## src/rtl/spq_pkg.sv

```systemverilog
// Package for the stable priority queue: entry and control types, sizes.
// No dependencies; used by spq_cell and stable_priority_queue_core.
`timescale 1ns / 1ps
`default_nettype none

package spq_pkg;

    // number of cells in the chain
    localparam int DEPTH = 16;
    // count register holds 0..DEPTH
    localparam int CNT_W = $clog2(DEPTH + 1);
    localparam int OCC_W = 5;

    localparam logic CMD_PUSH = 1'b0;
    localparam logic CMD_POP  = 1'b1;

    typedef struct packed {
        logic [7:0]         prio;
        logic [7:0]         status;
        logic signed [31:0] amt;
        logic [7:0]         sys;
        logic [7:0]         res;
    } entry_t;

    // broadcast to every cell in the accepting cycle
    typedef struct packed {
        logic   push;   // push that fits
        logic   pop;    // pop of a non-empty queue
        entry_t item;   // word being pushed
    } cell_ctl_t;

endpackage

`default_nettype wire

```

## src/rtl/stable_priority_queue_core.sv

```systemverilog
// Top level of the stable priority queue: cell chain, count and result register.
// Depends on spq_pkg and spq_cell.
`timescale 1ns / 1ps
`default_nettype none

// Sorted queue of up to DEPTH events, highest priority at the head, equal
// priorities in arrival order. A command word is taken on any cycle with
// start high; busy never rises, since every cell of the chain compares and
// shifts in the same cycle, so one word per cycle is sustained. Each word
// yields exactly one result, shown on the out_* ports with done high for a
// single cycle, in the cycle after the word was taken. The receiver cannot
// stall: capture the result when done is high. A push to a full queue is
// dropped and reported with refused; a pop of an empty queue returns
// popped low and zero fields. occupancy is the count after the word.
module stable_priority_queue_core (
    input  wire logic        clk,
    input  wire logic        rst_n,
    input  wire logic        start,
    output logic             busy,
    input  wire logic        command,
    input  wire logic [7:0]  priority_req,
    input  wire logic [7:0]  status_code,
    input  wire logic signed [31:0] amount,
    input  wire logic [7:0]  system_id,
    input  wire logic [7:0]  resource_id,
    output logic             done,
    output logic             popped,
    output logic             refused,
    output logic [7:0]       out_priority,
    output logic [7:0]       out_status_code,
    output logic signed [31:0] out_amount,
    output logic [7:0]       out_system_id,
    output logic [7:0]       out_resource_id,
    output logic [spq_pkg::OCC_W-1:0] occupancy
);
    import spq_pkg::*;

    logic [CNT_W-1:0] count_reg;
    logic [CNT_W-1:0] count_next;
    logic             done_reg;
    logic             popped_reg;
    logic             popped_next;
    logic             refused_reg;
    logic             refused_next;
    entry_t           head_reg;
    entry_t           head_next;
    logic [OCC_W-1:0] occ_reg;

    cell_ctl_t        ctl;
    logic             accept;
    logic             full;
    logic             empty;

    entry_t           cell_entry [DEPTH];
    logic             cell_keep  [DEPTH];
    logic             cell_occ   [DEPTH];

    // the whole chain settles in the accepting cycle
    assign busy   = 1'b0;
    assign accept = start;
    assign full   = (count_reg == CNT_W'(DEPTH));
    assign empty  = (count_reg == '0);

    always_comb
    begin
        ctl.item.prio   = priority_req;
        ctl.item.status = status_code;
        ctl.item.amt    = amount;
        ctl.item.sys    = system_id;
        ctl.item.res    = resource_id;
        ctl.push        = accept && (command == CMD_PUSH) && !full;
        ctl.pop         = accept && (command == CMD_POP) && !empty;
    end

    // cell chain: head is cell 0
    for (genvar i = 0; i < DEPTH; i++)
    begin : g_cell
        assign cell_occ[i] = (CNT_W'(i) < count_reg);

        if (i == 0)
        begin : g_head
            if (DEPTH > 1)
            begin : g_more
                spq_cell u_cell (
                    .clk         (clk),
                    .ctl         (ctl),
                    .occupied    (cell_occ[i]),
                    .left_keep   (1'b1),
                    .left_entry  (ctl.item),
                    .right_entry (cell_entry[i+1]),
                    .entry       (cell_entry[i]),
                    .keep        (cell_keep[i])
                );
            end
            else
            begin : g_only
                spq_cell u_cell (
                    .clk         (clk),
                    .ctl         (ctl),
                    .occupied    (cell_occ[i]),
                    .left_keep   (1'b1),
                    .left_entry  (ctl.item),
                    .right_entry (entry_t'('0)),
                    .entry       (cell_entry[i]),
                    .keep        (cell_keep[i])
                );
            end
        end
        else if (i == DEPTH - 1)
        begin : g_tail
            spq_cell u_cell (
                .clk         (clk),
                .ctl         (ctl),
                .occupied    (cell_occ[i]),
                .left_keep   (cell_keep[i-1]),
                .left_entry  (cell_entry[i-1]),
                .right_entry (entry_t'('0)),
                .entry       (cell_entry[i]),
                .keep        (cell_keep[i])
            );
        end
        else
        begin : g_mid
            spq_cell u_cell (
                .clk         (clk),
                .ctl         (ctl),
                .occupied    (cell_occ[i]),
                .left_keep   (cell_keep[i-1]),
                .left_entry  (cell_entry[i-1]),
                .right_entry (cell_entry[i+1]),
                .entry       (cell_entry[i]),
                .keep        (cell_keep[i])
            );
        end
    end

    // result word, formed from the state before the update
    always_comb
    begin
        count_next   = count_reg;
        popped_next  = 1'b0;
        refused_next = 1'b0;
        head_next    = '0;
        if (ctl.push)
            count_next = count_reg + CNT_W'(1);
        if (ctl.pop)
        begin
            count_next  = count_reg - CNT_W'(1);
            popped_next = 1'b1;
            head_next   = cell_entry[0];
        end
        if (accept && (command == CMD_PUSH) && full)
            refused_next = 1'b1;
    end

    always_ff @(posedge clk or negedge rst_n)
    begin
        if (!rst_n)
        begin
            count_reg <= '0;
            done_reg  <= 1'b0;
        end
        else
        begin
            count_reg <= count_next;
            done_reg  <= accept;
        end
    end

    // payload of the result: no reset needed
    always_ff @(posedge clk)
    begin
        if (accept)
        begin
            popped_reg  <= popped_next;
            refused_reg <= refused_next;
            head_reg    <= head_next;
            occ_reg     <= OCC_W'(count_next);
        end
    end

    assign done            = done_reg;
    assign popped          = popped_reg;
    assign refused         = refused_reg;
    assign out_priority    = head_reg.prio;
    assign out_status_code = head_reg.status;
    assign out_amount      = head_reg.amt;
    assign out_system_id   = head_reg.sys;
    assign out_resource_id = head_reg.res;
    assign occupancy       = occ_reg;

endmodule

`default_nettype wire

```

## src/rtl/spq_cell.sv

```systemverilog
// One cell of the sorted chain: holds one entry, compares against the pushed word.
// Depends on spq_pkg.
`timescale 1ns / 1ps
`default_nettype none

module spq_cell (
    input  wire logic             clk,
    input  wire spq_pkg::cell_ctl_t ctl,
    input  wire logic             occupied,   // this cell holds a live entry
    input  wire logic             left_keep,  // left neighbor stays put (tied high at head)
    input  wire spq_pkg::entry_t  left_entry,
    input  wire spq_pkg::entry_t  right_entry,
    output spq_pkg::entry_t       entry,
    output logic                  keep
);
    import spq_pkg::*;

    entry_t entry_reg;
    entry_t entry_next;

    // ties (equal priority) stay ahead of the new word
    assign keep  = occupied && (entry_reg.prio >= ctl.item.prio);
    assign entry = entry_reg;

    always_comb
    begin
        entry_next = entry_reg;
        if (ctl.push)
        begin
            if (keep)
                entry_next = entry_reg;
            else if (left_keep)
                entry_next = ctl.item;
            else
                entry_next = left_entry;
        end
        else if (ctl.pop)
        begin
            entry_next = right_entry;
        end
    end

    always_ff @(posedge clk)
    begin
        entry_reg <= entry_next;
    end

endmodule

`default_nettype wire

```

## config.mk

```make
export PLATFORM = sky130hd
export DESIGN_NAME = stable_priority_queue_core
export DESIGN_NICKNAME = d
export VERILOG_FILES = /design/src/rtl/spq_pkg.sv /design/src/rtl/stable_priority_queue_core.sv /design/src/rtl/spq_cell.sv
export SDC_FILE = /design/constraint.sdc
export NUM_CORES = 2
export LEC_CHECK = 0
export BUFFER_PORTS_ARGS = -buffer_cell sky130_fd_sc_hd__clkbuf_2
export CAP_MARGIN = 10
export CELL_PAD_IN_SITES_DETAIL_PLACEMENT = 2
export CELL_PAD_IN_SITES_GLOBAL_PLACEMENT = 2
export CORE_MARGIN = 1
export CORE_UTILIZATION = 45
export DETAILED_ROUTE_END_ITERATION = 10
export PLACE_DENSITY = 0.82
export SLEW_MARGIN = 20
export SYNTH_ARGS = -nofsm -noshare
export SYNTH_HDL_FRONTEND = slang
export SYNTH_SLANG_ARGS = --single-unit
```

## constraint.sdc

```tcl
create_clock -name clk -period 11.3 [get_ports clk]
set_clock_uncertainty 0.05 [all_clocks]
set_input_delay 0 -clock clk [delete_from_list [all_inputs] [get_ports clk]]
set_output_delay 0 -clock clk [all_outputs]
set_load 0.005 [all_outputs]
```

==> qor.csv <==
metric;value;unit
synth top area cells;edfxtp_1 57%, a221o_1 14%, nand2_1 7.5%, a21oi_1 7.1%, ha_1 2.8%;
fin. max-slew vios;0;
CP max FO;186;
syn_nets;5406;
leakage;23.3;nW
Post-Place Cells;6520;
Max Freq;194;MHz
Least-Margin Pin Slew;1.26;ns
fillers;12500;
outcome;finished, final reports clean;
first-pass GRT wire length;381000;um
WP data arrival;5.72;ns
maxcap violations;0;
Final Instance Area;64300;um^2
number of antenna violations at the first check in global routing;5;
Layout area overhead;10.8;%
Ports;141;
Rows;131;
clock latency on the worst-skew pair;0.79;ns
Yosys top cell by area;edfxtp_1;
clk slew on worst S/H paths;0.06;ns
Initial DRC Count;7673;
Final Total Pwr;17.3;mW
clk root buf;clkbuf_16;
CTS Buf Count;131;
area of the multi-input gates;22600;um^2
Worst Hold Class;primary input to register;
post-cts sizing count;0;
via density per instance;7.49;
Detailed Routing Iterations Pass 1;6;
setup TNS;0;ns
Routed WL per cell;38.5;um
synth warn;0;
gr usage total;39.6;%
synthesized area per cell;11.2;um^2
crit end category;register;
grt ovf;0;
CP Class;register to register;
FF/Latch Area;33000;um^2
vias in the first global route;53900;
IO buf count;139;
final hold violation count;0;
clock tree sinks;1101;
critical path launch point type;register;
# H-tree levels;4;
top-area cell type share of the netlist area;56.6;%
Post-DP Area;59500;um^2
Layout Cells excl Fill;6824;
Yosys reg bits;1101;
die width;361;um
ANT nets after route;0;
Cells after Synth;5206;
Die Ht;361;um
DP HPWL;140000;um
CTS tree;built;
synthesized area;58100;um^2
clk buf depth;3;
Slew Limit Headroom;16.0;%
core area;128000;um^2
Tcrit/Tclk final;45.6;%
die footprint;130000;um^2
ys flop type;edfxtp_1;
postcts setup bufs;0;
VDD IR max;0.000229;V
post-synth cell types;53;
detailed-route via count;51100;
final net count;5258;
Util after Layout;50.3;%
RePlAce Congestion;0.859;
Async SR Flop Fraction;0.545;%
Worst EP required;11.86;ns
Power per Cell Area;268;nW/um^2
largest net degree at the start of global routing;212;
RSZ-0062 raised after global routing;false;
Starting Density;45.4;%
Largest register FFs;896;
DRC viols;0;
minimum clock period;5.16;ns
final WL;263000;um
Seq/Total Area, Yosys;56.9;%
Post-synth EDFFs;1095;
final-report setup violation count;0;
share of layout cells above drive strength 1;9.75;%
## worst max-delay path, cell delays in order (launching register included)
cell	delay, ns
dfrtp_1	0.50
inv_1	0.28
ha_1	0.30
nand3_1	0.19
nand2b_4	0.64
buf_4	0.92
buf_12	0.65
buf_4	0.90
nand2_1	0.15
o211ai_1	0.15
## cells in the mapped netlist (2+ instances only)
cell type and n:
dfrtp_1 6, and2_4 11, and2_1 134, o2111ai_1 13
inv_1 25, o211ai_1 65, nand4_1 2, o21ai_1 18
edfxtp_1 1095, nand2_1 1159, o311ai_1 13, a21o_1 23
a221o_1 820, nand3_1 81, buf_4 11, and3_1 2
xnor2_1 2, mux2i_1 64, clkbuf_8 7, o22ai_1 2
buf_6 14, a21oi_1 825, buf_12 2, ha_1 132
a221oi_1 13, buf_1 34, xor2_1 2, a31oi_1 14
nor2_1 15, clkbuf_1 304, o21bai_1 2, buf_8 2
a211o_1 13, buf_2 227, o21ai_0 16, o21a_1 2
nand2b_1 19, or3_1 2
## worst paths after layout
path	startpoint	endpoint	slack (ns)	cells after the start
worst max-delay path	count_reg[1]	g_cell[8].g_mid.u_cell.entry[8]	6.14	9
worst min-delay path	status_code[7]	g_cell[0].g_head.g_more.u_cell.entry[55]	0.08	4
min in group asynchronous	rst_n	done	0.16	3
worst max register to register	count_reg[1]	g_cell[8].g_mid.u_cell.entry[8]	6.14	9
max in group asynchronous	rst_n	count_reg[2]	10.79	3
worst min register to register	g_cell[15].g_tail.u_cell.entry[26]	g_cell[14].g_mid.u_cell.entry[26]	0.50	1
## repair_timing
action	4_1_cts	5_1_grt
hold buffers	67	0
endpoints found under the hold margin	373	0
endpoints found under the setup margin	0	0
## metrics by stage
| step | worst slack, ns | hold slack [ns] |
|---|---|---|
| after detailed placement | 6.27 | -0.201 |
| after CTS | 6.23 | 0.0446 |
| final | 6.14 | 0.0812 |
| after global routing | 5.88 | 0.117 |
| after floorplan | 4.45 | -0.346 |
| after global placement | 6.48 | -0.195 |
## power by group
group	internal [mW]	total, mW	switching, mW	leakage [nW]
registers	5.96	6.67	0.704	10.8
clock network	2.43	4.32	1.89	2.04
logic	1.48	6.29	4.80	10.5
## cell usage in the layout, fill, tap and decap left out, types with 20 or more instances in the layout
cell,instances
nand2_1,1155
edfxtp_1,1095
a21oi_1,824
a221o_1,820
clkbuf_2,138
clkbuf_16,133
ha_1,132
and2_1,122
buf_4,109
nand3_1,81
dlygate4sd3_1,67
o211ai_1,65
mux2i_1,64
clkbuf_1,33
o21ai_4,29
clkinv_1,26
inv_1,25
and2_4,23
a21o_1,20
## cell families (layout without fill, tap and decap cells)
group	Yosys count	after routing	share of synthesized area (%)
multiplexers	64	64	1.10
buffers and inverters	628	580	5.03
XOR/XNOR	4	4	0.0603
flip-flops	1101	1101	56.9
other	1	5	0.00646
AO/OA/AOI/OAI	1846	1846	23.8
adder cells (fa/ha/maj)	132	132	2.84
AND/OR/NAND/NOR	1430	1430	10.2
## routing by layer
metal	up-vias	track usage, %	wire length [um]
met5	-	0	0
met1	26300	51.3	98400
met2	3830	61.7	119000
met3	981	9.29	30100
met4	0	20.8	15000
li1	20000	-	-
## cell type report
cell class	count	share of cell area, %
antenna	4	0.0156
clock buffer	168	5.41
clock inverter	65	1.10
inverter	26	0.152
multi-input combinational	3477	35.1
sequential	1101	51.3
tap	1662	3.23
timing repair buffer	321	3.61
No activity file was read; power rests on OpenSTA's default activity.
